--- config.mk ---
export PLATFORM = sky130hd
export DESIGN_NAME = tac_pair_qualify_top_two
export DESIGN_NICKNAME = d
export VERILOG_FILES = /design/src/rtl/tpqtt_pkg.sv /design/src/rtl/tpqtt_qualify.sv /design/src/rtl/tac_pair_qualify_top_two.sv
export VERILOG_INCLUDE_DIRS = /design/src /design/src/rtl
export SDC_FILE = /design/constraint.sdc
export NUM_CORES = 1
export LEC_CHECK = 0
export CAP_MARGIN = 20
export CORE_ASPECT_RATIO = 1.1
export CORE_MARGIN = 3
export CORE_UTILIZATION = 50
export CTS_BUF_LIST = sky130_fd_sc_hd__clkbuf_8
export DETAILED_ROUTE_END_ITERATION = 8
export DONT_BUFFER_PORTS = 1
export MAX_ROUTING_LAYER = met4
export PLACE_DENSITY = 0.72
export RECOVER_POWER = 100
export SLEW_MARGIN = 20
export SYNTH_ARGS = -nofsm -noshare
export SYNTH_HDL_FRONTEND = slang
export SYNTH_SLANG_ARGS = --single-unit
--- constraint.sdc ---
create_clock -name clk -period 8.9 [get_ports clk]
set_clock_uncertainty 0.1 [all_clocks]
set_input_delay 0.89 -clock clk [delete_from_list [all_inputs] [get_ports clk]]
set_output_delay 0.89 -clock clk [all_outputs]
set_load 0.01 [all_outputs]
--- src/rtl/tac_pair_qualify_top_two_assert.svh ---
// Assertion macros shared by the pair qualify RTL.
// Each macro expects signals named clk and rst_n in the including scope.
`ifndef TAC_PAIR_QUALIFY_TOP_TWO_ASSERT_SVH
`define TAC_PAIR_QUALIFY_TOP_TWO_ASSERT_SVH

// Condition holds at every clock edge out of reset.
`define TPQTT_ASSERT_ALWAYS(label, expr) \
    label: assert property (@(posedge clk) disable iff (!rst_n) (expr)) \
        else $error("tpqtt invariant violated");

// Consequent holds in the same cycle as the antecedent.
`define TPQTT_ASSERT_IMPLIES(label, ante, cons) \
    label: assert property (@(posedge clk) disable iff (!rst_n) (ante) |-> (cons)) \
        else $error("tpqtt implication violated");

// Consequent holds in the cycle after the antecedent.
`define TPQTT_ASSERT_NEXT(label, ante, cons) \
    label: assert property (@(posedge clk) disable iff (!rst_n) (ante) |=> (cons)) \
        else $error("tpqtt next-cycle check violated");

`endif

--- src/rtl/tpqtt_pkg.sv ---
// Package for the pair qualify block: widths, register indexes, limit struct.
// No dependencies; used by tpqtt_qualify and tac_pair_qualify_top_two.
`timescale 1ns / 1ps

package tpqtt_pkg;

    localparam int unsigned BOARD_W   = 2;
    localparam int unsigned TAC_W     = 12;
    localparam int unsigned SUM_W     = TAC_W + 1;
    localparam int unsigned IDX_W     = 4;
    localparam int unsigned CFG_IDX_W = 2;

    localparam int unsigned PAIRS_PER_BOARD = 8;
    localparam logic [IDX_W-1:0] PAIRS_LIMIT = IDX_W'(PAIRS_PER_BOARD);
    localparam logic [IDX_W-1:0] INDEX_MAX   = '1;

    localparam int unsigned IN_DATA_W  = 32;
    localparam int unsigned OUT_DATA_W = 24;

    // Configuration register indexes
    localparam logic [CFG_IDX_W-1:0] CFG_TAC_LOW  = 2'd0;
    localparam logic [CFG_IDX_W-1:0] CFG_TAC_HIGH = 2'd1;
    localparam logic [CFG_IDX_W-1:0] CFG_TAC_DIFF = 2'd2;

    localparam logic [TAC_W-1:0] TAC_LOW_RESET  = 12'd100;
    localparam logic [TAC_W-1:0] TAC_HIGH_RESET = 12'd4000;
    localparam logic [TAC_W-1:0] TAC_DIFF_RESET = 12'd600;

    typedef struct packed {
        logic [TAC_W-1:0] low;
        logic [TAC_W-1:0] high;
        logic [TAC_W-1:0] diff;
    } tac_limits_t;

endpackage

--- src/rtl/tpqtt_qualify.sv ---
// Window and difference check of one sample pair; yields the sum or zero.
// Depends on tpqtt_pkg.
`timescale 1ns / 1ps

module tpqtt_qualify
    import tpqtt_pkg::*;
(
    input  tac_limits_t       limits,
    input  logic [TAC_W-1:0]  tac_first,
    input  logic [TAC_W-1:0]  tac_second,
    output logic [SUM_W-1:0]  pair_sum
);

    logic [TAC_W-1:0] abs_diff;
    logic             first_ok;
    logic             second_ok;
    logic             diff_ok;

    always_comb
    begin
        abs_diff  = (tac_first > tac_second) ? (tac_first - tac_second)
                                             : (tac_second - tac_first);
        first_ok  = (tac_first >= limits.low) && (tac_first <= limits.high);
        second_ok = (tac_second >= limits.low) && (tac_second <= limits.high);
        diff_ok   = (abs_diff <= limits.diff);
        if (first_ok && second_ok && diff_ok)
        begin
            pair_sum = {1'b0, tac_first} + {1'b0, tac_second};
        end
        else
        begin
            pair_sum = '0;
        end
    end

endmodule

--- src/rtl/tac_pair_qualify_top_two.sv ---
// Pair qualify with running top-two tracker, one readout board at a time.
// Path from input request to result request: input register, tracker update, result register.
// Throughput: one request per cycle without result stalls; that single tracker update sets it.
// Reset (rst_n low, asynchronous): tracker cleared, limits back to 100 / 4000 / 600.
// No clearing pass; requests are taken in the first cycle after reset.
// Depends on tpqtt_pkg, tpqtt_qualify and tac_pair_qualify_top_two_assert.svh.
`timescale 1ns / 1ps

`include "tac_pair_qualify_top_two_assert.svh"

module tac_pair_qualify_top_two
    import tpqtt_pkg::*;
(
    input  logic                  clk,
    input  logic                  rst_n,

    // Pair requests
    input  logic                  s_axis_tvalid,
    output logic                  s_axis_tready,
    // [1:0] board, [13:2] tac_first, [25:14] tac_second, [31:26] zero
    input  logic [IN_DATA_W-1:0]  s_axis_tdata,
    input  logic                  s_axis_tlast,   // last_pair

    // Results
    output logic                  m_axis_tvalid,
    input  logic                  m_axis_tready,
    // [1:0] board_echo, [14:2] pair_sum, [18:15] best_position,
    // [22:19] second_position, [23] zero
    output logic [OUT_DATA_W-1:0] m_axis_tdata,
    output logic                  m_axis_tlast,   // board_done

    // Configuration writes
    input  logic                  cfg_valid,
    output logic                  cfg_ready,
    input  logic [CFG_IDX_W-1:0]  cfg_index,
    input  logic [TAC_W-1:0]      cfg_data
);

    // Configuration registers
    tac_limits_t limits_reg;

    // Input stage
    logic                s1_valid_reg;
    logic [BOARD_W-1:0]  s1_board_reg;
    logic [TAC_W-1:0]    s1_first_reg;
    logic [TAC_W-1:0]    s1_second_reg;
    logic                s1_last_reg;

    // Tracker state
    logic [IDX_W-1:0]    pair_index_reg, pair_index_next;
    logic [SUM_W-1:0]    best_sum_reg, best_sum_next;
    logic [IDX_W-1:0]    best_pos_reg, best_pos_next;
    logic [SUM_W-1:0]    second_sum_reg, second_sum_next;
    logic [IDX_W-1:0]    second_pos_reg, second_pos_next;

    // Result stage
    logic                out_valid_reg, out_valid_next;
    logic [BOARD_W-1:0]  out_board_reg;
    logic [SUM_W-1:0]    out_sum_reg;
    logic [IDX_W-1:0]    out_best_reg;
    logic [IDX_W-1:0]    out_second_reg;
    logic                out_last_reg;

    logic                advance;
    logic [SUM_W-1:0]    pair_sum;
    logic                rank_en;
    logic [IDX_W-1:0]    pos;
    logic [SUM_W-1:0]    ranked_best_sum;
    logic [IDX_W-1:0]    ranked_best_pos;
    logic [SUM_W-1:0]    ranked_second_sum;
    logic [IDX_W-1:0]    ranked_second_pos;

    // Move the held request into the result register whenever that slot is free
    // or is being drained this cycle; the input register refills in the same edge.
    assign advance       = s1_valid_reg && (!out_valid_reg || m_axis_tready);
    assign s_axis_tready = !s1_valid_reg || advance;
    assign cfg_ready     = 1'b1;

    //--------------------------------------------------------------------
    // Configuration: writes to an index beyond the list are dropped
    //--------------------------------------------------------------------
    always_ff @(posedge clk or negedge rst_n)
    begin
        if (!rst_n)
        begin
            limits_reg.low  <= TAC_LOW_RESET;
            limits_reg.high <= TAC_HIGH_RESET;
            limits_reg.diff <= TAC_DIFF_RESET;
        end
        else if (cfg_valid)
        begin
            unique case (cfg_index)
                CFG_TAC_LOW:  limits_reg.low  <= cfg_data;
                CFG_TAC_HIGH: limits_reg.high <= cfg_data;
                CFG_TAC_DIFF: limits_reg.diff <= cfg_data;
                default:      ;
            endcase
        end
    end

    //--------------------------------------------------------------------
    // Input register
    //--------------------------------------------------------------------
    always_ff @(posedge clk or negedge rst_n)
    begin
        if (!rst_n)
        begin
            s1_valid_reg <= 1'b0;
        end
        else if (s_axis_tready)
        begin
            s1_valid_reg <= s_axis_tvalid;
        end
    end

    always_ff @(posedge clk)
    begin
        if (s_axis_tvalid && s_axis_tready)
        begin
            s1_board_reg  <= s_axis_tdata[BOARD_W-1:0];
            s1_first_reg  <= s_axis_tdata[BOARD_W +: TAC_W];
            s1_second_reg <= s_axis_tdata[BOARD_W+TAC_W +: TAC_W];
            s1_last_reg   <= s_axis_tlast;
        end
    end

    //--------------------------------------------------------------------
    // Qualification
    //--------------------------------------------------------------------
    tpqtt_qualify u_qualify
    (
        .limits     (limits_reg),
        .tac_first  (s1_first_reg),
        .tac_second (s1_second_reg),
        .pair_sum   (pair_sum)
    );

    //--------------------------------------------------------------------
    // Top-two ranking: a sum displaces an entry only if strictly larger,
    // so ties keep the earlier pair and a zero sum is never ranked.
    //--------------------------------------------------------------------
    always_comb
    begin
        rank_en           = (pair_index_reg < PAIRS_LIMIT);
        pos               = pair_index_reg + IDX_W'(1);
        ranked_best_sum   = best_sum_reg;
        ranked_best_pos   = best_pos_reg;
        ranked_second_sum = second_sum_reg;
        ranked_second_pos = second_pos_reg;
        if (rank_en)
        begin
            priority if (best_sum_reg < pair_sum)
            begin
                ranked_second_sum = best_sum_reg;
                ranked_second_pos = best_pos_reg;
                ranked_best_sum   = pair_sum;
                ranked_best_pos   = pos;
            end
            else if (second_sum_reg < pair_sum)
            begin
                ranked_second_sum = pair_sum;
                ranked_second_pos = pos;
            end
            else
            begin
                // Hold both entries: the sum does not beat the second
                ranked_second_sum = second_sum_reg;
                ranked_second_pos = second_pos_reg;
            end
        end
    end

    // Advance the tracker; pair_index saturates so ranking stays off past the
    // board size, and the last pair clears everything for the next board.
    always_comb
    begin
        pair_index_next = pair_index_reg;
        best_sum_next   = best_sum_reg;
        best_pos_next   = best_pos_reg;
        second_sum_next = second_sum_reg;
        second_pos_next = second_pos_reg;
        if (advance)
        begin
            if (s1_last_reg)
            begin
                pair_index_next = '0;
                best_sum_next   = '0;
                best_pos_next   = '0;
                second_sum_next = '0;
                second_pos_next = '0;
            end
            else
            begin
                if (pair_index_reg != INDEX_MAX)
                begin
                    pair_index_next = pair_index_reg + IDX_W'(1);
                end
                best_sum_next   = ranked_best_sum;
                best_pos_next   = ranked_best_pos;
                second_sum_next = ranked_second_sum;
                second_pos_next = ranked_second_pos;
            end
        end
    end

    always_ff @(posedge clk or negedge rst_n)
    begin
        if (!rst_n)
        begin
            pair_index_reg <= '0;
            best_sum_reg   <= '0;
            best_pos_reg   <= '0;
            second_sum_reg <= '0;
            second_pos_reg <= '0;
        end
        else
        begin
            pair_index_reg <= pair_index_next;
            best_sum_reg   <= best_sum_next;
            best_pos_reg   <= best_pos_next;
            second_sum_reg <= second_sum_next;
            second_pos_reg <= second_pos_next;
        end
    end

    //--------------------------------------------------------------------
    // Result register: report the tracker as it stands after ranking
    //--------------------------------------------------------------------
    always_comb
    begin
        out_valid_next = out_valid_reg;
        if (advance)
        begin
            out_valid_next = 1'b1;
        end
        else if (m_axis_tready)
        begin
            out_valid_next = 1'b0;
        end
    end

    always_ff @(posedge clk or negedge rst_n)
    begin
        if (!rst_n)
        begin
            out_valid_reg <= 1'b0;
        end
        else
        begin
            out_valid_reg <= out_valid_next;
        end
    end

    always_ff @(posedge clk)
    begin
        if (advance)
        begin
            out_board_reg  <= s1_board_reg;
            out_sum_reg    <= pair_sum;
            out_best_reg   <= ranked_best_pos;
            out_second_reg <= ranked_second_pos;
            out_last_reg   <= s1_last_reg;
        end
    end

    assign m_axis_tvalid = out_valid_reg;
    assign m_axis_tdata  = {1'b0, out_second_reg, out_best_reg, out_sum_reg, out_board_reg};
    assign m_axis_tlast  = out_last_reg;

    //--------------------------------------------------------------------
    // Assertions
    //--------------------------------------------------------------------
    `TPQTT_ASSERT_ALWAYS(a_best_ge_second, best_sum_reg >= second_sum_reg)
    `TPQTT_ASSERT_IMPLIES(a_second_needs_best, second_pos_reg != '0, best_pos_reg != '0)
    `TPQTT_ASSERT_IMPLIES(a_distinct_pos, best_pos_reg != '0,
                          best_pos_reg != second_pos_reg)
    `TPQTT_ASSERT_IMPLIES(a_pos_in_board, best_pos_reg != '0,
                          (best_pos_reg <= PAIRS_LIMIT) && (best_pos_reg <= pair_index_reg))
    `TPQTT_ASSERT_NEXT(a_clear_on_last, advance && s1_last_reg,
                       (pair_index_reg == '0) && (best_sum_reg == '0) && (second_sum_reg == '0))

endmodule

-- After elaboration in Yosys (flattened, before gate mapping)
Cells that the tools add are included.
- word-level logic and storage cells: 77
- input bits: 52
- output and inout bits: 28
- flip-flop bits (word level): 127
- add/sub/neg operators: 4
- magnitude comparators: 9
- muxes and demuxes: 20
- reductions and logical operators: 22
- equality and inequality tests: 3
- operators with widths (operator ; count):
    $mux 13 ; 8
    $le 12x12->1 ; 3
    $mux 4 ; 9
    $lt 13x13->1 ; 2
    $ge 12x12->1 ; 2
    $sub 12x12->12 ; 2
    $add 12x12->13 ; 1
    $gt 12x12->1 ; 1
    $mux 12 ; 1
    $reduce_and 2->1 ; 4
    $reduce_bool 2->1 ; 4
    $logic_and 1x1->1 ; 6
    $reduce_and 3->1 ; 2
    $add 4x1->4 const B ; 1
    $lt 4x4->1 const B ; 1
    $ne 4x4->1 const B ; 1
    $reduce_bool 3->1 ; 1
    $eq 2x1->1 const B ; 1
    $eq 2x2->1 const B ; 1
    $logic_not 1->1 ; 2
    $logic_not 2->1 ; 1
    $logic_or 1x1->1 ; 2
    $mux 1 ; 2

-- Logic depth before layout (Yosys ltp)
- word-level depth: 10
- gate-level depth with buffers: 33
- mapped depth without buffers: 31

-- Modules after synthesis
Synthesis repeated with hierarchy kept, for this count alone.
- cells, all modules: 820
- area, all modules: 8588.2 um^2
- by module, submodules not included (module ; seq. area each (um^2) ; area an instance (um^2) ; cells each ; instances):
    tac_pair_qualify_top_two ; 3449.6 ; 5551.6 ; 406 ; 1
    tpqtt_qualify ; 0.0 ; 3036.7 ; 414 ; 1

-- Least setup slack after synthesis
No wires, ideal clock.
- path type: register to register
- start: register s1_first_reg[0]
- end: register second_sum_reg[10]
- buffers on the path: 2
- path slack: 1.580 ns
- clock period less this slack: 7.320 ns
- library setup time: 0.128 ns
- data arrival time: 7.092 ns
- stages on the path, launching flop included: 34
- data required time: 8.672 ns
- path through: edfxtp_1 > inv_1 > ha_1 > inv_1 > fa_1 > a21o_1 > a21o_1 > a2111oi_4 > nor4_2 > nor2_2 > mux2_2 > a2111oi_0 > a21oi_1 > xor2_1 > ha_1 > a21oi_1 > o21ai_1 > nand2b_1 > o31ai_1 > o21ai_1 > clkbuf_1 > nor3_1 > inv_1 > ha_1 > a21o_1 > a211o_1 > a31oi_1 > nand2_1 > or3_1 > o32ai_2 > a21oi_2 > a21oi_4 > buf_4 > mux2_1
- word-level cells in the longest chain between the ends: 9
- elaborated cells between the ends (all ways): 20
- those cells by class: add/sub: 3; order compare: 6; mux: 6; reduce/logical: 5
- RTL lines (element ; RTL line ; source):
    from (decl) ; tac_pair_qualify_top_two.sv:45 ; logic [TAC_W-1:0] s1_first_reg;
    from (signal assigned) ; tac_pair_qualify_top_two.sv:121 ; s1_first_reg <= s_axis_tdata[BOARD_W +: TAC_W];
    $sub 12x12->12, or another cell as far along ; tpqtt_qualify.sv:22 ; : (tac_second - tac_first);
    $mux 12 or $logic_and 1x1->1 (tied branches) ; tpqtt_qualify.sv:21, tpqtt_qualify.sv:23 ;
    $le 12x12->1 or $logic_and 1x1->1 (tied branches) ; tpqtt_qualify.sv:25, tpqtt_qualify.sv:26 ;
    $logic_and 1x1->1 ; tpqtt_qualify.sv:26 ; if (first_ok && second_ok && diff_ok)
    $mux 13 * ; tpqtt_qualify.sv:26 ;
    via pair_sum[11] ; tac_pair_qualify_top_two.sv:65 ; logic [SUM_W-1:0] pair_sum;
    $lt 13x13->1 ; tac_pair_qualify_top_two.sv:152 ; priority if (best_sum_reg < pair_sum)
    $mux 13 ; tac_pair_qualify_top_two.sv:152 ;
    $mux 13 ; tac_pair_qualify_top_two.sv:150 ; if (rank_en)
    $mux 13 ; tac_pair_qualify_top_two.sv:184 ; if (s1_last_reg)
    to (signal assigned) ; tac_pair_qualify_top_two.sv:221 ; second_sum_reg <= second_sum_next;
    to (decl) ; tac_pair_qualify_top_two.sv:53 ; logic [SUM_W-1:0] second_sum_reg, second_sum_next;
Mark *: on every way through the listed nets, which the timed path passes. The rest lies on a longest branch. The select of a mux whose other input is x is not followed.
A chain may end at the register's enable or synchronous reset.

-- Worst setup path after layout
- start: register s1_first_reg[0]
- end: register second_sum_reg[0]
The elaborated chain is that of the path after synthesis.

==> results <==
- The flow ran to the end, but the final reports show violations.
- The checks that failed: max-capacitance violations, max-slew violations.
- The slowest stage of the critical path belongs to the cell nor3_1.
- The H-tree was split into 4 levels.
- Buffers placed on the I/O ports in this run total 0.
- Of the total power, combinational logic draws 35.8%.
- From synthesis to final layout, the design area changed by 8.10%.
- The sequential cell area is 0.00345 mm^2.
- For the worst setup path, the data required time is 9.13 ns.
- Counting flops with a built-in enable in the synthesized netlist gives 51.
- The max-slew violation total from the final report is 28.
- The critical path launch point is s1_first_reg[0].
- The logic depth of the worst register-to-register path is 33.
- 80 I/O pins were placed.
- The worst path arrival time is 8.51 ns.
- The global-route wire length before repair is 29,500 um.
- Clock latency on the worst-skew pair, taken at its later pin, is 0.45 ns.
- The total power divided by cell area is 229 mW/mm^2.
- The count of distinct cell types in the synthesized netlist is 68.
- The internal power is 1.36 mW.
- The tightest min-delay check is of the input pin to async pin type.
- The launch instance of the worst register-to-register path is s1_first_reg[0].
- At the end of routability-driven placement, the weighted congestion stood at 0.853.
- Once the floorplan was initialized, standard cells occupied 51.4% of the core.
- Headroom to the max-slew limit came out at -10.5%.
- The critical path is of the flop to flop type.
- Summing the sequential cell areas from Yosys gives 40.7% of the chip area.
- Global routing consumed, over all layers together, 21.1% of the routing resources.
- In the final layout, the multi-input gates occupy 0.00456 mm^2.
- The HPWL after detailed placement is 13,200 um.
- The root buffer cell chosen for the clock tree is clkbuf_8.
- Setup repair after global routing left no endpoint under its margin.
- The most used flip-flop cell after synthesis is dfrtp_1.
- The post-synthesis cell area is 0.00848 mm^2.
- The endpoint identified for the worst register-to-register timing path is second_sum_reg[0].
- The flip-flop count of the largest register, all copies and words added is 36.
- The violation count after the first detailed-route iteration is 279.
- The tightest hold path in the finished design has a slack of 0.0376 ns.
- The detail route stage leaves a number of antenna-violating nets equal to 0.
- The maximum fanout encountered on the critical timing path is 15.
- The pin count of the biggest net entering global routing is 67.
- Together, buffers and inverters on the worst path number 6.
- The share of synthesized registers carrying an async set or reset is 59.8%.
- The die footprint is 0.0186 mm^2.
- The synthesis warning total is 0.
- After detailed routing, the average wire length per cell comes to 17.5 um.
- The number of antenna diodes in the final layout is 0.
- CTS saw 127 sinks.
- The final layout contains 993 nets.
- The measured slew at the worst slew-check pin is 1.66 ns.
- Each instance of the synthesized netlist takes up on average 10.4 um^2.
- Setup violations remaining at the end of the flow were counted as 0.
- For this run the aggregate overflow at the end of global routing stands at 0.
- Based on the critical path, the design can be clocked at up to 121 MHz.
- The area of the core is 0.0165 mm^2.
- The initial antenna violation count came to 0.
- The nature of the critical path startpoint is a flop.
- The share of the synthesized area in the top cell type is 18.6%.
- For this design the static power due to leakage is 4.20 nW.
- The number of buffers added by the clock tree synthesis step is 17.
- The via total after detailed routing is 5,960.
- The routed design has 18,100 um of wire.
- Synthesis inferred 127 register bits.
- The clock transition time at the flip-flop clock pins of the worst setup and hold paths is 0.07 ns.
- The layout filler cell count is 1,395.
- The total negative slack is 0 ns.
- The worst setup path is captured at a flop.
- The worst setup timing slack at the placement stage is 0.649 ns.
- In the routed design, unresolved DRC markers number 0.
- Measured on the finished design, the core utilization comes to 55.6%.
- By area the synthesized netlist is led by dfrtp_1 (19%), edfxtp_1 (18%), ha_1 (18%).
- The die is 143 um tall.
- The iteration count of the initial detailed-routing pass is 5.
- The worst-case IR drop observed on VDD is 0.000196 V.
- The worst path in the final design needs a cycle of 8.27 ns, including I/O delays and setup.
- The share of total power in sequential cells is 36.6%.
- The count of final hold-check violations is 0.
- The clock tree from TritonCTS is done.
- In this run, post-CTS repair resized a total of 0 instances.
- Of the available clock period, the critical path in the final layout requires 93.0%.
- In the post-route analysis, the smallest setup slack over all paths is 0.626 ns.
- Net switching is 35.4% of the power.
- The average via count per standard cell is 5.76.
- The largest total area in the synthesized netlist belongs to dfrtp_1.
- The stage delay of the slowest cell on the critical path is 0.48 ns.
- Across all register-to-register paths, the minimum setup slack is 0.63 ns.
- The layout cell share with drive strength beyond 1 is 11.8%.
- The critical path crosses 33 cells after its start point.
- Max-cap violations in this run came to 1.
- Synthesis produced 813 cells.
- The number of global-route vias before repair is 6,011.
- Counting every net in the synthesized netlist gives 988.
- The clock group share of total power is 27.6%.
- From left edge to right edge, the die measures 130 um.
- The clock tree buffer depth is 2.
- The cell family with the largest share of critical-path delay is compound AO/OA/AOI/OAI gates.
- Row generation in the floorplan step produced 49 rows.
- The total net switching power is 0.744 mW.
-- cells by family (layout without fill, tap and decap cells) --
logic type | Yosys count | after routing | share of synthesized area (%)
xor+xnor | 18 | 18 | 1.86
buf+inv | 116 | 134 | 5.43
simple gates | 183 | 183 | 10.8
fa+ha+maj | 123 | 123 | 18.4
compound gates | 189 | 189 | 15.5
other cells | 2 | 2 | 0.0886
mux | 55 | 55 | 7.13
flops | 127 | 127 | 40.7
-- cell type report --
cell class / instances / share of cell area, %
clock inverter: 14 / 2.31
tap: 204 / 2.79
inverter: 91 / 3.73
multi-input combinational: 570 / 49.8
sequential: 127 / 37.6
clock buffer: 18 / 2.70
timing repair buffer: 11 / 1.04
-- worst reg2reg max path: cells and delay by family (launching register included) --
| family | cells | cell delay (ns) |
|---|---|---|
| xor gates and xnor gates | 1 | 0.16 |
| buffers and inverters | 6 | 1.01 |
| AOI/OAI and AO/OA | 14 | 3.36 |
| and+or+nand+nor | 6 | 1.17 |
| adders and majority gates | 4 | 1.20 |
| DFF | 1 | 0.42 |
| muxes | 2 | 0.73 |
-- synth_stat cells, drive strengths merged (4+ instances only) --
master	number
buf	14
nor3	18
o21bai	7
mux2i	12
a2111oi	4
nand2b	8
clkbuf	11
a31oi	5
nand3b	5
nor2	33
nand2	58
a21oi	43
o2bb2ai	4
dfrtp	63
a211oi	9
nand3	12
dfstp	13
o211ai	8
xor2	8
mux2	43
a21o	18
xnor2	10
ha	120
o21ai	46
nand4	13
o31ai	6
inv	91
or3	8
and2	4
nor2b	12
edfxtp	51
a21boi	4
a22o	17
-- worst max path at each step --
stage	endpoint
detailed placement	second_sum_reg[2]
floorplan	second_sum_reg[10]
CTS	second_sum_reg[0]
global route	second_sum_reg[0]
global placement	second_sum_reg[1]
finish	second_sum_reg[0]
-- per-layer routing --
layer | wire [um] | share of wire (%) | global-route usage (%) | up-vias
met3 | 800 | 4.4 | 5.14 | 25
met2 | 8800 | 49 | 34.1 | 134
met4 | 492 | 2.7 | 7.22 | 0
met5 | 0 | 0 | - | -
met1 | 8040 | 44 | 25.8 | 2860
li1 | - | - | - | 2941
-- through the flow --
step           cells  total power [mW]  cell area, um^2
4_1_cts         1031              2.10             9130
3_3_place_gp     998              1.50             8660
2_1_floorplan    813              1.35             8480
5_1_grt         1035              2.23             9160
3_5_place_dp     998              1.51             8660
6_report        1035              2.10             9160
-- layout by cell type (no fill, tap or decap), types with 17 or more instances in the layout --
cell type  instances
dfrtp_1           63
nor2_1            32
nand2_1           57
edfxtp_1          51
inv_1             91
o21ai_0           42
nor3_1            17
a21o_1            18
a22o_1            17
clkbuf_8          18
mux2_2            36
a21oi_1           42
ha_1             120
-- power groups by stage --
stage          Clock, mW  Combinational [mW]  Sequential (mW)
5_1_grt            0.617               0.837            0.780
2_1_floorplan          0               0.587            0.762
3_5_place_dp           0               0.734            0.781
3_3_place_gp           0               0.721            0.778
4_1_cts            0.592               0.742            0.769
6_report           0.579               0.751            0.769
-- what timing repair did --
item | 4_1_cts | 5_1_grt
endpoints found under the hold margin | 11 | 7
hold buffers | 1 | 2
setup endpoints to repair | 0 | 13
buffers inserted | 0 | 2
Note: power is estimated with default switching activity, not from simulation.
